### config.mk
export PLATFORM = sky130hd
export DESIGN_NAME = pfe_queue
export DESIGN_NICKNAME = d
export VERILOG_FILES = /design/src/design/pfe_pkg.sv /design/src/design/pfe_queue.sv
export SDC_FILE = /design/constraint.sdc
export NUM_CORES = 1
export LEC_CHECK = 0
export ABC_CLOCK_PERIOD_IN_PS = 7100
export BUFFER_PORTS_ARGS = -buffer_cell sky130_fd_sc_hd__buf_2
export CAP_MARGIN = 15
export CORE_ASPECT_RATIO = 1.75
export CORE_MARGIN = 2
export CORE_UTILIZATION = 50
export CTS_BUF_LIST = sky130_fd_sc_hd__clkbuf_16
export DETAILED_ROUTE_END_ITERATION = 10
export GPL_TIMING_DRIVEN = 0
export PLACE_DENSITY = 0.76
export SETUP_SLACK_MARGIN = 0.3
export SLEW_MARGIN = 5
export SYNTH_ARGS = -nofsm -noshare
export SYNTH_HDL_FRONTEND = slang
export SYNTH_SLANG_ARGS = --single-unit
### constraint.sdc
create_clock -name i_clk -period 7.1 [get_ports i_clk]
set_input_delay 0.355 -clock i_clk [delete_from_list [all_inputs] [get_ports i_clk]]
set_output_delay 0.355 -clock i_clk [all_outputs]
set_load 0.005 [all_outputs]
### src/design/pfe_pkg.sv
`default_nettype none
package pfe_pkg;

    localparam int WIDTH_BITS = 6;

    // command codes from front to back
    localparam logic [2:0] OP_CHAR = 3'd0;
    localparam logic [2:0] OP_NUM  = 3'd1;
    localparam logic [2:0] OP_NULL = 3'd2;
    localparam logic [2:0] OP_FIN  = 3'd3;

    // number base codes
    localparam logic [1:0] BASE_DEC = 2'd0;
    localparam logic [1:0] BASE_HEX = 2'd1;
    localparam logic [1:0] BASE_OCT = 2'd2;

    // prefix codes
    localparam logic [1:0] PRE_NONE  = 2'd0;
    localparam logic [1:0] PRE_MINUS = 2'd1;
    localparam logic [1:0] PRE_HEX   = 2'd2;

    typedef struct packed {
        logic [2:0]            op;
        logic [7:0]            ch;
        logic [31:0]           value;
        logic [1:0]            base;
        logic [1:0]            pre;
        logic [WIDTH_BITS-1:0] width;
    } t_cmd;

    // characters of the null string text
    function automatic logic [7:0] null_char(input logic [2:0] idx);
        logic [7:0] c;
        unique case (idx)
            3'd0:    c = 8'h28;
            3'd1:    c = 8'h6E;
            3'd2:    c = 8'h75;
            3'd3:    c = 8'h6C;
            3'd4:    c = 8'h6C;
            default: c = 8'h29;
        endcase
        return c;
    endfunction

    // digit value to ascii, upper-case letters
    function automatic logic [7:0] digit_char(input logic [3:0] d);
        logic [7:0] c;
        if (d <= 4'd9) begin
            c = 8'h30 + {4'd0, d};
        end else begin
            c = 8'h41 + {4'd0, d} - 8'd10;
        end
        return c;
    endfunction

endpackage
`default_nettype wire

### src/design/pfe_queue.sv
`default_nettype none
module pfe_queue (
    input  wire logic           i_clk,
    input  wire logic           i_rst_n,
    input  wire logic           i_push,
    input  pfe_pkg::t_cmd       i_cmd,
    output logic                o_full,
    input  wire logic           i_pop,
    output logic                o_empty,
    output pfe_pkg::t_cmd       o_cmd
);

    pfe_pkg::t_cmd r_slot [2];
    logic          r_wp, r_rp;
    logic [1:0]    r_cnt;

    assign o_full  = (r_cnt == 2'd2);
    assign o_empty = (r_cnt == 2'd0);
    assign o_cmd   = r_slot[r_rp];

    // two-entry command queue
    always_ff @(posedge i_clk) begin
        if (!i_rst_n) begin
            r_wp  <= 1'b0;
            r_rp  <= 1'b0;
            r_cnt <= 2'd0;
        end else begin
            if (i_push) begin
                r_wp <= ~r_wp;
            end
            if (i_pop) begin
                r_rp <= ~r_rp;
            end
            r_cnt <= r_cnt + 2'(i_push) - 2'(i_pop);
        end
    end

    always_ff @(posedge i_clk) begin
        if (i_push) begin
            r_slot[r_wp] <= i_cmd;
        end
    end

endmodule
`default_nettype wire

After elaboration in Yosys (flattened, before gate mapping)
Memories as Yosys holds them, arrays and structs flattened. A register that Yosys moved wholly into a read port is not among the register bits.
Cells that the tools add are included.
Storage, ports and cells
  register bits: 4
  RAM bits: 106
  logic and storage cells: 14
  memories kept: 1
Memory list
  r_slot: words 2, width 53, rd ports 1, clocked after memory_dff 1, wr ports 1, RTL line pfe_queue.sv:13  | pfe_pkg::t_cmd r_slot [2];
Cells by class
  add/sub/neg operators: 2
  equal/unequal tests: 1
  mux-type cells: 4
  bitwise gates (word level): 2
  reduce and logical (&&, ||, !) cells: 1
Operator list (number)
  $mux W1: 4
  $add A2 B1 Y2: 1
  $eq A2 B2 Y1 const B: 1
  $logic_not A2 Y1: 1
  $not A1 Y1: 2
  $sub A2 B1 Y2: 1

Longest topological paths before layout
  depth after elaboration: 3
  depth in mapped cells: 6
  mapped depth without buffers: 6

Worst setup path after synthesis
Ideal clock, no wire load.
  kind: input -> register
  start point: input port i_push
  end point: memory r_slot[0][0] (netlist bit) (enable)
  data arrival time: 2731 ps
  required time: 6629 ps
  setup slack: 3898 ps
  cell stages on the path: 1
  cells stage by stage: nor2b_1
On the way
  longest elaborated chain between the ends: 2
Ends and longest elaborated chain
  start: declaration: RTL line pfe_queue.sv:5  | input wire logic i_push,
  $mux W1: RTL line pfe_queue.sv:39  | if (i_push) begin
  $mux W1 (not written as such): RTL line pfe_queue.sv:40  | r_slot[r_wp] <= i_cmd;
  end: declaration: RTL line pfe_queue.sv:13
Every way passes these cells.

==> run metrics <==
io pins 112; synthesized instance count 186; final worst-path cycle share 25.4%; clk sinks 111; Max-Cap Viols 0; setup ws final approximately 5.3 ns; total CTS buffers 9; maximum clock frequency ~560 MHz; CP Launch Type flop; initial core utilization 51.8%; grt ovf 0; library cells used by synthesis 14; largest net degree at the start of global routing 35; Synth-to-Final Area Change 24.8%; Total Wirelength 6.70 mm; worst slack, placed 5.31 ns; Setup crit end kind primary output; clock latency on the worst-skew pair 0.34 ns; Critical Path Sink o_cmd[50]; clk slew on worst S/H paths 0.07 ns; final setup violation count 0; n_diodes 0; Min Hold Slack 0.203 ns; CTS tree yes; pwr dens 263 nW/um^2; # port buffers 111; Rows 44; Die H 127 um; Final nets 370; Pins Over Slew Limit 0; Syn Nets 245; most frequent cells in the layout 111 x buf_2, 106 x edfxtp_1, 50 x mux2_4; critical path data arrival time 1.45 ns; H-tree levels 3; Detailed Routing Iterations Pass 1 4; syn avg cell area 23.1 um^2; die area 9400 um^2; Layout Skew 0.00859 ns; DIE WIDTH 74.1 um; unrepaired setup endpoints after global routing false; Pleak roughly 2.2 nW; commonest non-fill, non-tap cell in the layout buf_2; number of global-route vias before repair 2173; antenna violations before repair 0; Hold Path Origin i_cmd[29]; hold crit path type primary input to flop; vias 2057; Inst Count DP 415; total global-route track usage 15.0%; DRC violations left 0; setup TNS 0 ns; CTS max path bufs 2; first-pass GRT wire length 10.2 mm; hpwl dp 4.73 mm; peak supply drop 0.196 mV; core outline area between 8000 and 9000 um^2; Hold Fails Final Rpt 0; vias per cell 4.77; post-synthesis register bit count 111; WP data required 6.74 ns; Root Buffer clkbuf_16; Routability Congestion 0.635; Final Util between 60% and 70%; CP max FO 10; sequential element share of the synthesized area 76.3%; initial DRC count 109; status finished clean; fin crit period 1.80 ns; postcts setup bufs 0; WL/cell approximately 16 um; Yosys warnings 0; slew at the pin closest to its max-slew limit 0.635 ns; max_slew headroom 57.6%; share of cells above drive strength 1 59.2%; flop-to-flop setup slack approximately 5.5 ns; CTS resizes 0; Post-Syn Area 4300 um^2; RR Endpoint r_slot[0][9]; Worst Reg-to-Reg Cells 3; CTS Hold Bufs 0; R2R Path Start r_wp; fin cells 431; Worst Setup Path Type flop to primary output; final antenna-violating net count 0
-- metrics by stage --
step	total power, mW	cell area, um^2
after global routing	1.47	5370
final	1.41	5370
after global placement	0.953	5000
after floorplan	0.889	4300
after CTS	1.43	5370
after detailed placement	0.963	5090
-- per-layer routing --
metal	global-route usage [%]	up-vias	wire length [um]
li1	-	978	-
met1	15.3	1011	2360
met2	27.1	61	3920
met3	3.97	7	325
met4	7.38	0	91
met5	0	-	0
-- sequential cells by signal, summed over array words and instances (netlist names), named ones only --
signal and flops:
r_rp 1, r_wp 1, r_slot 106, r_cnt 2
-- power breakdown --
part	internal (mW)	total, mW	leakage [nW]	switching, mW
Clock	0.268	0.466	0.143	0.199
Combinational	0.108	0.179	0.978	0.0712
Sequential	0.756	0.767	1.04	0.0105
Total	1.13	1.41	2.16	0.280
-- worst min-delay path by stage --
| stage | endpoint | slack [ns] | cells after the start |
|---|---|---|---|
| CTS | r_slot[1][29] | 0.19 | 1 |
| finish | r_slot[1][29] | 0.20 | 1 |
| global placement | r_slot[0][28] | 0.54 | 1 |
| floorplan | r_slot[0][0] | 0.45 | 0 |
| global route | r_slot[0][27] | 0.19 | 1 |
| detailed placement | r_slot[1][8] | 0.55 | 1 |
-- cell type report --
| cell class | instances | area [um^2] |
|---|---|---|
| Sequential cell | 111 | 3280 |
| Fill cell | 616 | 2940 |
| Multi-Input combinational cell | 67 | 911 |
| Timing Repair Buffer | 114 | 631 |
| Clock buffer | 9 | 225 |
| Tap cell | 115 | 144 |
| Buffer | 6 | 111 |
| Clock inverter | 7 | 57.6 |
| Inverter | 2 | 7.51 |
-- Yosys cell counts --
cell / number / share of area, %
buf_12: 5 / 2.3
and2_1: 4 / 0.58
nor2_1: 1 / 0.087
edfxtp_1: 106 / 74
mux2_2: 3 / 0.78
xnor3_1: 1 / 0.52
buf_6: 1 / 0.26
o21a_1: 1 / 0.17
nor2b_1: 4 / 0.58
dfxtp_1: 5 / 2.3
inv_1: 2 / 0.17
mux2_4: 50 / 17
xor2_1: 1 / 0.20
ha_1: 2 / 0.58
-- worst max-delay path: stages, from the launching register on --
cell and delay (ns):
dfxtp_1 0.33, buf_6 0.18, buf_12 0.17, mux2_4 0.31, buf_2 0.13
-- kinds of logic (layout without fill, tap and decap cells) --
group | Yosys count | in the layout | share of synthesized area, %
flops | 111 | 111 | 76.3
mux | 53 | 53 | 18.2
simple gates | 9 | 9 | 1.25
buf+inv | 8 | 138 | 2.76
fa+ha+maj | 2 | 2 | 0.581
xor+xnor | 2 | 2 | 0.727
compound gates | 1 | 1 | 0.174
(Power assumes the default switching activity.)
