## src/design/pfe_pkg.sv

```systemverilog
`default_nettype none
package pfe_pkg;

    localparam int WIDTH_BITS = 6;

    // command codes from front to back
    localparam logic [2:0] OP_CHAR = 3'd0;
    localparam logic [2:0] OP_NUM  = 3'd1;
    localparam logic [2:0] OP_NULL = 3'd2;
    localparam logic [2:0] OP_FIN  = 3'd3;

    // number base codes
    localparam logic [1:0] BASE_DEC = 2'd0;
    localparam logic [1:0] BASE_HEX = 2'd1;
    localparam logic [1:0] BASE_OCT = 2'd2;

    // prefix codes
    localparam logic [1:0] PRE_NONE  = 2'd0;
    localparam logic [1:0] PRE_MINUS = 2'd1;
    localparam logic [1:0] PRE_HEX   = 2'd2;

    typedef struct packed {
        logic [2:0]            op;
        logic [7:0]            ch;
        logic [31:0]           value;
        logic [1:0]            base;
        logic [1:0]            pre;
        logic [WIDTH_BITS-1:0] width;
    } t_cmd;

    // characters of the null string text
    function automatic logic [7:0] null_char(input logic [2:0] idx);
        logic [7:0] c;
        unique case (idx)
            3'd0:    c = 8'h28;
            3'd1:    c = 8'h6E;
            3'd2:    c = 8'h75;
            3'd3:    c = 8'h6C;
            3'd4:    c = 8'h6C;
            default: c = 8'h29;
        endcase
        return c;
    endfunction

    // digit value to ascii, upper-case letters
    function automatic logic [7:0] digit_char(input logic [3:0] d);
        logic [7:0] c;
        if (d <= 4'd9) begin
            c = 8'h30 + {4'd0, d};
        end else begin
            c = 8'h41 + {4'd0, d} - 8'd10;
        end
        return c;
    endfunction

endpackage
`default_nettype wire

```

## src/design/pfe_front.sv

```systemverilog
`default_nettype none
module pfe_front #(
    parameter int MAX_WIDTH = 32
) (
    input  wire logic           i_clk,
    input  wire logic           i_rst_n,
    input  wire logic           i_accept,
    input  wire logic [2:0]     i_mode,
    input  wire logic [31:0]    i_value,
    output pfe_pkg::t_cmd       o_cmd,
    output logic                o_push
);

    localparam logic [2:0] PH_NORMAL  = 3'd0;
    localparam logic [2:0] PH_PERCENT = 3'd1;
    localparam logic [2:0] PH_WIDTH   = 3'd2;
    localparam logic [2:0] PH_ARG     = 3'd3;
    localparam logic [2:0] PH_STRING  = 3'd4;

    localparam logic [2:0] K_SIGNED = 3'd1;
    localparam logic [2:0] K_UDEC   = 3'd2;
    localparam logic [2:0] K_HEX    = 3'd3;
    localparam logic [2:0] K_OCT    = 3'd4;
    localparam logic [2:0] K_CHAR   = 3'd5;
    localparam logic [2:0] K_PTR    = 3'd6;

    localparam logic [2:0] M_FMT  = 3'd0;
    localparam logic [2:0] M_STR  = 3'd2;
    localparam logic [2:0] M_NULL = 3'd3;
    localparam logic [2:0] M_END  = 3'd4;

    logic [2:0]                     r_phase, n_phase;
    logic [2:0]                     r_kind, n_kind;
    logic [pfe_pkg::WIDTH_BITS-1:0] r_width, n_width;
    logic [7:0]                     b;
    logic [9:0]                     wsum;
    logic                           is_fmt;

    assign b      = i_value[7:0];
    assign is_fmt = (i_mode == M_FMT);
    assign wsum   = 10'(r_width) * 10'd10 + 10'(b - 8'h30);

    // classify one item into at most one back-end command
    always_comb begin
        n_phase = r_phase;
        n_kind  = r_kind;
        n_width = r_width;
        o_push  = 1'b0;
        o_cmd   = '{op: pfe_pkg::OP_CHAR, ch: b, value: i_value,
                    base: pfe_pkg::BASE_DEC, pre: pfe_pkg::PRE_NONE, width: r_width};
        if (i_mode == M_END) begin
            o_push   = 1'b1;
            o_cmd.op = pfe_pkg::OP_FIN;
            n_phase  = PH_NORMAL;
            n_kind   = '0;
            n_width  = '0;
        end else if (i_mode < M_END) begin
            unique case (r_phase)
                PH_NORMAL, PH_STRING: begin
                    if (r_phase == PH_STRING && i_mode == M_STR) begin
                        if (b == 8'h00) begin
                            n_phase = PH_NORMAL;
                        end else begin
                            o_push = 1'b1;
                        end
                    end else if (r_phase == PH_STRING && i_mode == M_NULL) begin
                        o_push   = 1'b1;
                        o_cmd.op = pfe_pkg::OP_NULL;
                        n_phase  = PH_NORMAL;
                    end else if (is_fmt) begin
                        n_phase = PH_NORMAL;
                        if (b == 8'h00) begin
                            o_push   = 1'b1;
                            o_cmd.op = pfe_pkg::OP_FIN;
                            n_kind   = '0;
                            n_width  = '0;
                        end else if (b == 8'h25) begin
                            n_phase = PH_PERCENT;
                            n_width = '0;
                        end else begin
                            o_push = 1'b1;
                        end
                    end
                end
                PH_PERCENT, PH_WIDTH: begin
                    if (is_fmt) begin
                        if (r_phase == PH_PERCENT && b == 8'h30) begin
                            n_phase = PH_WIDTH;
                        end else if (r_phase == PH_WIDTH && b >= 8'h30 && b <= 8'h39) begin
                            if (wsum > 10'(MAX_WIDTH)) begin
                                n_width = pfe_pkg::WIDTH_BITS'(MAX_WIDTH);
                            end else begin
                                n_width = wsum[pfe_pkg::WIDTH_BITS-1:0];
                            end
                        end else begin
                            // dispatch on the conversion letter
                            n_phase = PH_ARG;
                            priority case (b)
                                8'h64, 8'h69: n_kind = K_SIGNED;
                                8'h75:        n_kind = K_UDEC;
                                8'h78:        n_kind = K_HEX;
                                8'h6F:        n_kind = K_OCT;
                                8'h63:        n_kind = K_CHAR;
                                8'h70:        n_kind = K_PTR;
                                8'h73:        n_phase = PH_STRING;
                                8'h00: begin
                                    o_push   = 1'b1;
                                    o_cmd.op = pfe_pkg::OP_FIN;
                                    n_phase  = PH_NORMAL;
                                    n_kind   = '0;
                                    n_width  = '0;
                                end
                                default: begin
                                    o_push  = 1'b1;
                                    n_phase = PH_NORMAL;
                                end
                            endcase
                        end
                    end
                end
                PH_ARG: begin
                    o_push   = 1'b1;
                    o_cmd.op = pfe_pkg::OP_NUM;
                    n_phase  = PH_NORMAL;
                    priority case (r_kind)
                        K_SIGNED: begin
                            if (i_value[31]) begin
                                o_cmd.pre   = pfe_pkg::PRE_MINUS;
                                o_cmd.value = 32'd0 - i_value;
                            end
                        end
                        K_UDEC: o_cmd.base = pfe_pkg::BASE_DEC;
                        K_HEX:  o_cmd.base = pfe_pkg::BASE_HEX;
                        K_OCT:  o_cmd.base = pfe_pkg::BASE_OCT;
                        K_CHAR: o_cmd.op   = pfe_pkg::OP_CHAR;
                        default: begin
                            o_cmd.base  = pfe_pkg::BASE_HEX;
                            o_cmd.pre   = pfe_pkg::PRE_HEX;
                            o_cmd.width = pfe_pkg::WIDTH_BITS'(8);
                        end
                    endcase
                end
                default: n_phase = PH_NORMAL;
            endcase
        end
    end

    // message state
    always_ff @(posedge i_clk) begin
        if (!i_rst_n) begin
            r_phase <= PH_NORMAL;
            r_kind  <= '0;
            r_width <= '0;
        end else if (i_accept) begin
            r_phase <= n_phase;
            r_kind  <= n_kind;
            r_width <= n_width;
        end
    end

endmodule
`default_nettype wire

```

## config.mk

```make
export PLATFORM = sky130hd
export DESIGN_NAME = pfe_front
export DESIGN_NICKNAME = d
export VERILOG_FILES = /design/src/design/pfe_pkg.sv /design/src/design/pfe_front.sv
export SDC_FILE = /design/constraint.sdc
export NUM_CORES = 1
export LEC_CHECK = 0
export BUFFER_PORTS_ARGS = -buffer_cell sky130_fd_sc_hd__buf_4
export CORE_UTILIZATION = 35
export DETAILED_ROUTE_END_ITERATION = 8
export HOLD_SLACK_MARGIN = 0.1
export SETUP_SLACK_MARGIN = 0.4
export SYNTH_ARGS = -nofsm -noshare
export SYNTH_HDL_FRONTEND = slang
export SYNTH_SLANG_ARGS = --single-unit
```

## constraint.sdc

```tcl
create_clock -name i_clk -period 4.3 [get_ports i_clk]
set_input_delay 0.215 -clock i_clk [delete_from_list [all_inputs] [get_ports i_clk]]
set_output_delay 0.215 -clock i_clk [all_outputs]
set_load 0.02 [all_outputs]
```

# Word level (Yosys, flattened, before mapping)
# Cells that the tools add are included.
dict set report word_totals {
  ff_bits 12
  inputBits 38
  wordCells 136
  out_inout_bits 54
}
dict set report op_classes {
  n_eq_ne 35
  muxes 69
  reduce_logical 21
  addsub 3
  order_cmp 4
  multipliers 1
}
# operator count
set op_table {}
lappend op_table {{$mux W42} 3}
lappend op_table {{$mux W6} 13}
lappend op_table {{$eq A8 B7 Y1 const B} 8}
lappend op_table {{$mux W32} 2}
lappend op_table {{$mux W3} 17}
lappend op_table {{$sub A1 B32 Y32 const A} 1}
lappend op_table {{$ne A3 B3 Y1 const B} 7}
lappend op_table {{$pmux W3 S7} 1}
lappend op_table {{$eq A3 B2 Y1 const B} 6}
lappend op_table {{$mux W2} 9}
lappend op_table {{$pmux W3 S2} 3}
lappend op_table {{$eq A8 B6 Y1 const B} 2}
lappend op_table {{$mux W1} 16}
lappend op_table {{$ne A4 B4 Y1 const B} 4}
lappend op_table {{$eq A3 B3 Y1 const B} 4}
lappend op_table {{$pmux W6 S2} 1}
lappend op_table {{$reduce_and A11 Y1} 1}
lappend op_table {{$add A10 B10 Y10} 1}
lappend op_table {{$gt A10 B6 Y1 const B} 1}
lappend op_table {{$reduce_and A10 Y1} 1}
lappend op_table {{$mul A6 B3 Y9 const B} 1}
lappend op_table {{$ne A9 B3 Y1 const B} 1}
lappend op_table {{$sub A8 B6 Y9 const B} 1}
lappend op_table {{$ge A8 B6 Y1 const B} 1}
lappend op_table {{19 further kinds} 28}

# Logic depth before layout (Yosys ltp)
# Gate-level depths: netlist (run 1).
dict set report depth {
  word_depth 10
  ltp_mapped 15
  mapped_depth_nobuf 15
}

# Worst setup path after synthesis (run 1)
# OpenSTA, ideal clock, no wires.
dict set report synth_timing {
  kind {reg-to-reg}
  startpoint {reg r_width[1] in the netlist's numbering}
  endpoint {reg r_width[5] in the netlist's numbering}
  arrival_time_ps 3133
  setup_time_ps 115
  path_slack_ps 1052
  stages_incl_launch_ff 13
  t_required_ps 4185
  path_cell_list {dfxtp_1 ha_1 ha_1 inv_1 fa_1 xnor2_1 ha_1 and3_1 a221oi_2 xnor2_1 a2111o_1 o311a_1 o21a_1}
}
dict set report synth_between {
  elab_chain_cells 10
}
# element line_no
set synth_rtl {}
lappend synth_rtl {{from (decl)} pfe_front.sv:34} ;# logic [pfe_pkg::WIDTH_BITS-1:0] r_width, n_width;
lappend synth_rtl {{from (signal assigned)} pfe_front.sv:157} ;# r_width <= n_width;
lappend synth_rtl {{$mul A6 B3 Y9 *} pfe_front.sv:41} ;# assign wsum = 10'(r_width) * 10'd10 + 10'(b - 8'h30);
lappend synth_rtl {{$add A10 B10 Y10 *} pfe_front.sv:41}
lappend synth_rtl {{$gt A10 B6 Y1} pfe_front.sv:90} ;# if (wsum > 10'(MAX_WIDTH)) begin
lappend synth_rtl {{$mux W6 *} pfe_front.sv:90}
lappend synth_rtl {{$mux W6 *} pfe_front.sv:89} ;# end else if (r_phase == PH_WIDTH && b >= 8'h30 && b <= 8'h39) begin
lappend synth_rtl {{$mux W6 *} pfe_front.sv:87} ;# if (r_phase == PH_PERCENT && b == 8'h30) begin
lappend synth_rtl {{$mux W6 *} pfe_front.sv:86} ;# if (is_fmt) begin
lappend synth_rtl {{$pmux W6 S2 *} pfe_front.sv:58} ;# unique case (r_phase)
lappend synth_rtl {{$mux W6 *} pfe_front.sv:57} ;# end else if (i_mode < M_END) begin
lappend synth_rtl {{$mux W6 *} pfe_front.sv:51} ;# if (i_mode == M_END) begin
# Every way passes the cells marked *; elsewhere a longest branch is shown, timed or not. The select of a mux whose other input is x is not followed.
# A chain may end at the register's enable or synchronous reset.

# Final worst setup path (run 1)
# Same ends and word-level chain as after synthesis.

==> impl_metrics.yaml, run 1 <==
worst_setup_path:
  crit_top_cell: "ha_1"
  cpLargestDelayFamily: "compound AO/OA/AOI/OAI gates"
  critPathKind: "flip-flop to flip-flop"
  r2r-end: "r_width[5]"
  cp_max_fo: 5
  cp.depth: 12
  max_stage_delay_ns: 0.45
  worst-path-buf-inv: 1
  endpoint_kind: "flip-flop"
  crit_start: "r_width[1]"
  startpoint_type: "flip-flop"
  r2r_cells: 12
  worstReg2RegStart: "r_width[1]"
  cp_cell_sequence: "ha_1 > ha_1 > inv_1 > fa_1 > xnor2_1 > ha_1 > and3_1 > a221oi_2 > xnor2_1 > a2111o_1 > o311a_1 > o21a_1"
  arrival_ns: 3.59
  critPathCapture: "r_width[5]"
  crit_path_top_delay_cell: "a2111o_1"
  critPathRequiredTime_ns: 4.44
  ff2ff_setup_slack_ns: 0.85
power_and_ir_drop:
  p_per_area_nw_per_um2: 131
  p_leak_uw: 0.00154
  peakVddDrop_mv: 0.0870
timing:
  fin_skew_ns: 0.00619
  finalSetupTns_ns: 0
  relSlewSlack: 0.585
  whs_ns: 0.248
  finalSetupViolCount: 0
  worst_slack_ns: 0.848
  finalCritPeriodShare: 0.803
  min_period_ns: 3.45
  hold_violations: 0
  clock.fmax_mhz: 290
  worst_pin_slew_ns: 0.617
  slew_viol_final: 0
  grt_setup_unrepaired: "no"
hold_path:
  hold_path.class: "primary input to flip-flop"
clock_network:
  clkSinkCount: 12
  clkLatencyLatePin_ns: 0.24
  cts_made_buffers: 3
  h-tree-depth: 1
  cts-resized-gates: 0
  cts_tree: "built"
  cts-root-buf: "clkbuf_8"
  post_cts_buffers: 0
  clkTransAtPathRegs_ns: 0.06
  cts_hold_buf: 0
  clock_path_buffers: 2
logic_synthesis:
  ys_seq_elements: 12
  synth_cell_types: 64
  synth_edf_count: 0
  synthArstFlopShare: 0
  netlist.area_leader.share: 0.113
  synth_top_cell_by_area: "ha_1"
  syn-cell-area_um2: 2540
  syn_nets: 400
  synth_flop_cell: "dfxtp_1"
  synth.area.top_cells: "ha_1, dfxtp_1, xnor2_1, a21oi_1, nor2_1"
  yosysSeqAreaShare: 0.0944
  avgSynthCellArea_um2: 7.55
  synth_cells: 337
  ys_warn_count: 0
cells_and_area:
  layout-drive-gt1-share: 0.270
  final_common_cell: "buf_4"
  final_cell_mix: "buf_4, nor2_1, a21oi_1, xnor2_1, ha_1"
  diodes: 0
  fin_nets: 475
  synthToLayoutAreaGrowth_pct: 28.6
floorplanning:
  rows: 30
  die_y_um: 87.3
  core_um2: 6910
  die_area_um2: 7620
  floorplan.initialDensity: 0.368
  fp.dieW_um: 87.3
  ios: 92
place:
  dp_slack_ns: 0.862
  dpl.hpwl_um: 5880
  place.gp.congestion: 0.848
  io_buffers: 90
route:
  finalWirelength_um: 7150
  wl_per_cell_um: 14.1
  via_count: 2698
  route.antenna.remaining_nets: 0
  drt_first_pass_iters: 4
  drtIter0Drc: 125
  routed_via_density: 5.32
  route.detailed.drc: 0
global_routing:
  grtUsageTotal: 0.187
  antenna_found_initial: 0
  grt_pass1_wl_um: 11500
  grt_max_degree: 19
  grt_pass1_vias: 2459
  grt-ovfl-total: 0
status:
  outcome: "finished, final reports clean"
flow_run:
  cap_viol_max_count: 0
==> logic make-up after synthesis <==
group | count (synthesis) | share of synthesized area
adders and majority gates | 25 | 0.129
AOI/OAI and AO/OA | 90 | 0.238
DFF | 12 | 0.0944
muxes | 9 | 0.0354
xor gates and xnor gates | 41 | 0.144
other | 1 | 0.00147
buffers and inverters | 37 | 0.0733
and+or+nand+nor | 122 | 0.284
==> worst min-delay path by stage <==
| stage | startpoint | end | slack [ns] | cells after the start |
|---|---|---|---|---|
| floorplan | i_rst_n | r_width[5] | 0.33 | 1 |
| global placement | i_rst_n | r_width[5] | 0.49 | 2 |
| detailed placement | i_rst_n | r_width[5] | 0.49 | 2 |
| CTS | i_rst_n | r_width[5] | 0.24 | 2 |
| global route | i_rst_n | r_width[5] | 0.26 | 2 |
| finish | i_rst_n | r_width[5] | 0.25 | 2 |
==> area by class of cell <==
class | instances | area (µm²)
multi-input combinational | 288 | 2120
tap | 96 | 120
inverter | 17 | 63.8
clock buffer | 4 | 55.1
fill | 749 | 3630
timing repair buffer | 90 | 676
sequential | 12 | 240
==> synthesized netlist by cell type (all sizes together) (3+ instances only) <==
master / number
nand3: 6
nand2b: 5
inv: 17
buf: 18
a21oi: 26
nand3b: 6
dfxtp: 12
a31oi: 6
mux2i: 9
o21ai: 18
a21boi: 4
o31ai: 4
nor3: 11
nor2b: 9
or2: 5
ha: 23
and3: 8
a21o: 8
nand2: 17
a22o: 5
nor3b: 3
xor2: 14
nor2: 33
or3: 4
nor4: 5
xnor2: 27
==> metrics by stage <==
step | std cells | util | instance area (µm²) | total power [µW]
after global placement | 503 | 0.466 | 3220 | 305
after global routing | 507 | 0.474 | 3270 | 452
after CTS | 507 | 0.474 | 3270 | 430
after floorplan | 337 | - | 2540 | 225
after detailed placement | 503 | 0.466 | 3220 | 306
final | 507 | 0.474 | 3270 | 429
==> layer usage <==
layer  GRT usage  share of wire  routed length, µm  vias to the layer above
li1            -              -                  -                     1354
met1       0.248           0.47               3350                     1282
met2       0.327           0.49               3480                       54
met3      0.0209          0.027                196                        8
met4      0.0358          0.016                117                        0
met5           0              0                  0                        -
==> power by group <==
part | switching (µW) | internal [µW]
clock network | 43.8 | 80.9
logic | 106 | 84.7
registers | 1.61 | 112
total | 152 | 277
==> flip-flops by register name, summed over array words and instances, names as in the netlist <==
signal and flops:
r_width 6, r_phase 3, r_kind 3
No activity file was read; power rests on OpenSTA's default activity.
==> inputs of run 2 (changes only) <==
- ABC_AREA: unset -> 1
- clock period: 4.3 -> 3.2 ns (I/O delays scaled with it)
==> run 2 against run 1 <==
  * Design area grew 17%
  * Sequential power up 37%
  * Critical path depth increased by 4
  * Global-route usage is 0.56 points higher
  * First-iteration DRC count up 23%
  * Sequential share of layout area is 0.68 points lower
  * Via count increased by 24%
  * Clock power increased by 43%
  * Combinational power up 69%
==> impl_metrics.yaml, run 2 <==
global_routing:
  grtUsageTotal: 0.193
  antenna_found_initial: 0
  grt_max_degree: 14
  use_met3: 0.0209
  grt_pass1_wl_um: 13500
  grt_pass1_vias: 3043
  busiest_layer: "met2"
  met1_usage: 0.241
  grt-ovfl-total: 0
  met2_usage: 0.353
route:
  drtIter0Drc: 154
  routed_via_density: 4.84
  drt_first_pass_iters: 4
  finalWirelength_um: 8300
  wl_per_cell_um: 12.0
  route.detailed.drc: 0
  via_count: 3338
  route.antenna.remaining_nets: 0
worst_setup_path:
  cp_max_fo: 5
  crit_top_cell: "nand3_2"
  cp_cell_sequence: "ha_4 > ha_4 > inv_2 > fa_2 > o21ai_2 > xor2_1 > ha_1 > a21oi_1 > nand2_1 > inv_1 > nand2_2 > nand3_2 > nand3_2 > nor2_4 > nand3_2 > a21oi_2"
  critPathRequiredTime_ns: 3.38
  crit_path_top_delay_cell: "dfxtp_4"
  arrival_ns: 2.97
  max_stage_delay_ns: 0.37
  critPathKind: "flip-flop to flip-flop"
  startpoint_type: "flip-flop"
  r2r_cells: 16
  endpoint_kind: "flip-flop"
cells_and_area:
  final_cell_mix: "nand2_1, buf_4, inv_1"
  fin_area_um2: 3820
  fill_cells: 835
  largest_reg_flops: 6
  layout-drive-gt1-share: 0.271
  synthToLayoutAreaGrowth_pct: 36.6
  final_common_cell: "nand2_1"
  utilization: 0.494
  largest_register: "r_width"
  fin_nets: 651
  stdcell_count: 689
  diodes: 0
  reg_top3: "r_width x6, r_kind x3, r_phase x3"
floorplanning:
  floorplan.initialDensity: 0.362
  fp.dieW_um: 91.3
  rows: 32
  die_area_um2: 8340
  core_um2: 7730
  die_y_um: 91.3
  ios: 92
place:
  placed_cells: 678
  dp_slack_ns: 0.146
  place_area_um2: 3530
  place.gp.congestion: 0.928
  io_buffers: 90
  dpl.hpwl_um: 6920
timing:
  worst_slack_ns: 0.417
  finalSetupTns_ns: 0
  slew_viol_final: 0
  grt_setup_unrepaired: "yes"
  hold_violations: 0
  finalCritPeriodShare: 0.870
  relSlewSlack: 0.613
  worst_pin_slew_ns: 0.579
  min_period_ns: 2.78
  clock.fmax_mhz: 359
  fin_skew_ns: 0.00560
  finalSetupViolCount: 0
logic_synthesis:
  synth_edf_count: 0
  synth_cell_types: 37
  ys_top_cells_by_count: "nand2_1, inv_1, nor2_1"
  ys_seq_elements: 12
  yosysSeqAreaShare: 0.0860
  yosysMostFrequentCell: "nand2_1"
  synth_top_cell_by_area: "nand2_1"
  synth_cells: 496
  syn_nets: 559
  syn-cell-area_um2: 2790
  synth.area.top_cells: "nand2_1, inv_1, ha_1, xor2_1, dfxtp_1"
  netlist.area_leader.share: 0.167
  synthArstFlopShare: 0
  avgSynthCellArea_um2: 5.63
  synth_flop_cell: "dfxtp_1"
  ys_warn_count: 0
clock_network:
  cts_tree: "built"
  cts_made_buffers: 3
  clkTransAtPathRegs_ns: 0.06
  h-tree-depth: 1
  cts-root-buf: "clkbuf_8"
  clock_path_buffers: 2
  clkLatencyLatePin_ns: 0.25
  clkSinkCount: 12
power_and_ir_drop:
  p_leak_uw: 0.00199
  peakVddDrop_mv: 0.113
  p_per_area_nw_per_um2: 172
flow_run:
  cap_viol_max_count: 0
status:
  outcome: "finished, final reports clean"
hold_path:
  hold_path.class: "primary input to flip-flop"
  whs_path_depth: 3
## run 2: cell count changes in the layout (fill, tap and decap cells not counted), moves of 10 or more
cell     before  now
nand3_1       6   27
inv_1        16   92
buf_4        90  100
a21oi_1      26   13
nand2_1      17  122
xnor2_1      26    5
xor2_1       14   29
nor2_1       33   51
## run 2: kinds of logic (layout without fill, tap and decap cells)
| group | Yosys count | in the layout | share of synthesized area |
|---|---|---|---|
| DFF | 12 | 12 | 0.0860 |
| buffers and inverters | 112 | 203 | 0.166 |
| other | 1 | 1 | 0.00134 |
| AOI/OAI and AO/OA | 58 | 58 | 0.114 |
| adders and majority gates | 25 | 25 | 0.117 |
| and+or+nand+nor | 254 | 254 | 0.409 |
| xor gates and xnor gates | 34 | 34 | 0.107 |
## run 2: area by class of cell
class	instances	area [µm²]	share of cell area
flip-flops and latches	12	254	0.0666
repair buffers	100	751	0.197
well taps	102	128	0.0334
clock buffers	4	55.1	0.0144
inverters	99	372	0.0974
multi-input cells	372	2260	0.591
## run 2: per-layer routing
layer	vias up	part of all wire
li1	1745	-
met4	0	0.010
met1	1477	0.45
met5	-	0
met2	107	0.49
met3	9	0.054
## run 2: power breakdown
group | internal, µW | total [µW] | switching [µW]
combinational | 129 | 322 | 192
sequential | 151 | 155 | 4.32
clock | 109 | 179 | 69.4
## run 2: path summary, 6_finish.rpt
| check | start | to | slack (ns) |
|---|---|---|---|
| max | r_width[3] | r_width[0] | 0.42 |
| min | i_rst_n | r_kind[1] | 0.16 |
| max reg2reg | r_width[3] | r_width[0] | 0.42 |
| min reg2reg | r_width[0] | r_width[0] | 0.50 |
## run 2: worst max-delay path: cells and delay by family (launching register included)
family	cells	cell delay [ns]
compound gates	3	0.43
flops	1	0.37
buf+inv	2	0.11
xor+xnor	1	0.16
fa+ha+maj	4	1.04
simple gates	6	0.60
## run 2: stage by stage
step                hold slack [ns]  power [µW]
global route                  0.178         692
floorplan                     0.281         347
global placement              0.430         465
detailed placement            0.430         468
finish                        0.162         655
CTS                           0.166         651
## run 2: timing repair
| action | in CTS | in global routing |
|---|---|---|
| setup buffers | 4 | 3 |
| hold buffers | 0 | 0 |
| pin swaps | 14 | 13 |
| endpoints found under the setup margin | 6 | 6 |
| resized for setup | 24 | 15 |
| cloned | 0 | 0 |
==> inputs of run 3 (changes only) <==
- CORE_UTILIZATION: 35 -> 53
- PLACE_DENSITY: unset -> 0.83
==> run 3 against run 2 <==
  * Design area is 0.33% higher
  * Non-clock buffer count is 2 higher
  * Combinational power hardly changed
  * Clock power is 4% lower
  * Clock-buffer cell count stayed put
  * First-iteration DRC count is 64% higher
  * Critical path type unchanged
  * Highest routed layer unchanged
==> impl_metrics.yaml, run 3 (same netlist as run 2, synthesis figures left out) <==
route:
  route.detailed.drc: 0
  drtIter0Drc: 253
  routed_via_density: 5.29
  drt_first_pass_iters: 4
  via_count: 3484
  wl_per_cell_um: 12.9
  finalWirelength_um: 8530
  route.antenna.remaining_nets: 0
cells_and_area:
  synthToLayoutAreaGrowth_pct: 37.0
  fin_nets: 653
  final_common_cell: "nand2_1"
  fin_area_um2: 3830
  largest_register: "r_width"
  final_cell_mix: "nand2_1, buf_4, inv_1"
  largest_reg_flops: 6
  diodes: 0
  layout-drive-gt1-share: 0.285
  reg_top3: "r_width x6, r_kind x3, r_phase x3"
status:
  outcome: "finished, final reports clean"
clock_network:
  clock_path_buffers: 2
  cts_tree: "built"
  clkSinkCount: 12
  cts-root-buf: "clkbuf_8"
  cts_made_buffers: 3
  cts_hold_buf: 0
  h-tree-depth: 1
  clkLatencyLatePin_ns: 0.25
  clkTransAtPathRegs_ns: 0.06
power_and_ir_drop:
  peakVddDrop_mv: 0.221
  power_uw: 650
  p_per_area_nw_per_um2: 170
  p_leak_uw: 0.00201
timing:
  clock.fmax_mhz: 344
  relSlewSlack: 0.632
  fin_skew_ns: 0.00905
  min_period_ns: 2.91
  slew_viol_final: 0
  hold_violations: 0
  grt_setup_unrepaired: "yes"
  finalCritPeriodShare: 0.908
  finalSetupViolCount: 0
  worst_pin_slew_ns: 0.550
  finalSetupTns_ns: 0
global_routing:
  grt_max_degree: 18
  met2_usage: 0.566
  met1_usage: 0.330
  grt-ovfl-total: 0
  grt_pass1_wl_um: 12800
  grtUsageTotal: 0.293
  use_met3: 0.0339
  grt_pass1_vias: 2973
  busiest_layer: "met2"
  antenna_found_initial: 0
worst_setup_path:
  r2r_cells: 16
  cp_max_fo: 5
  crit_path_top_delay_cell: "dfxtp_4"
  worst-path-buf-inv: 2
  endpoint_kind: "flip-flop"
  worstReg2RegStart: "r_width[3]"
  startpoint_type: "flip-flop"
  critPathCapture: "r_width[3]"
  crit_start: "r_width[3]"
  r2r-end: "r_width[3]"
  cp_cell_sequence: "ha_4 > ha_4 > inv_2 > fa_2 > o21ai_2 > xor2_1 > ha_1 > a21oi_2 > nand2_1 > inv_1 > nand2_2 > nand3_2 > nand3_2 > nor2_4 > nand3_2 > a21oi_2"
  critPathRequiredTime_ns: 3.37
  critPathKind: "flip-flop to flip-flop"
  arrival_ns: 3.08
  crit_top_cell: "nand3_2"
  max_stage_delay_ns: 0.37
  cpLargestDelayFamily: "adder cells"
  cp.depth: 16
  ff2ff_setup_slack_ns: 0.29
place:
  place.gp.congestion: 0.925
  place_area_um2: 3480
  io_buffers: 90
  dpl.hpwl_um: 6520
floorplanning:
  core_um2: 5110
  die_y_um: 74.6
  ios: 92
  rows: 26
  die_area_um2: 5570
  fp.dieW_um: 74.6
  floorplan.initialDensity: 0.547
hold_path:
  hold_path.class: "primary input to flip-flop"
flow_run:
  cap_viol_max_count: 0
## run 3: cell count changes in the layout (fill, tap and decap cells not counted), sizes merged
cell  previous run  this run
buf            100       102
## run 3: final cells by class
cell class | count | area, µm²
Multi-Input combinational cell | 372 | 2300
Fill cell | 433 | 1280
Timing Repair Buffer | 102 | 766
Inverter | 99 | 372
Sequential cell | 12 | 251
Tap cell | 70 | 87.6
Clock buffer | 4 | 55.1
## run 3: per-layer routing
| layer | vias to the layer above | wire length [µm] | part of all wire |
|---|---|---|---|
| li1 | 1750 | - | - |
| met1 | 1569 | 3540 | 0.41 |
| met2 | 139 | 4270 | 0.50 |
| met3 | 26 | 449 | 0.053 |
| met4 | 0 | 272 | 0.032 |
| met5 | - | 0 | 0 |
## run 3: through the flow
stage	setup slack [ns]	hold slack [ns]	instances	utilization
floorplan	0.438	0.281	496	-
global route	0.177	0.198	659	0.750
global placement	0.263	0.422	645	0.682
detailed placement	0.116	0.440	645	0.682
CTS	0.391	0.183	652	0.729
finish	0.295	0.190	659	0.750
## run 3: how the worst min path moves through the flow
stage,from,slack (ns),cells after the start,end
after floorplan,i_rst_n,0.28,2,r_kind[1]
after global placement,i_rst_n,0.42,3,r_kind[1]
after detailed placement,i_rst_n,0.44,3,r_kind[1]
after CTS,i_rst_n,0.18,3,r_kind[1]
after global routing,i_rst_n,0.20,3,r_phase[1]
final,i_rst_n,0.19,3,r_kind[1]
## run 3: power by group
part	leakage, µW	internal [µW]	switching, µW
registers	0.000100	152	4.52
logic	0.00189	129	194
clock network	0.0000288	109	61.8
## run 3: repair_timing
item / 4_1_cts / 5_1_grt
setup endpoints to repair: 6 / 8
gates resized for setup: 34 / 12
buffers inserted: 3 / 7
pin swaps: 18 / 20
## run 3: worst register-to-register path: cells and delay by family, from the launching register on
| kind | cells | cell delay [ns] |
|---|---|---|
| flip-flops | 1 | 0.37 |
| adder cells (fa/ha/maj) | 4 | 1.08 |
| AO/OA/AOI/OAI | 3 | 0.50 |
| AND/OR/NAND/NOR | 6 | 0.61 |
| buffers and inverters | 2 | 0.10 |
| XOR/XNOR | 1 | 0.16 |
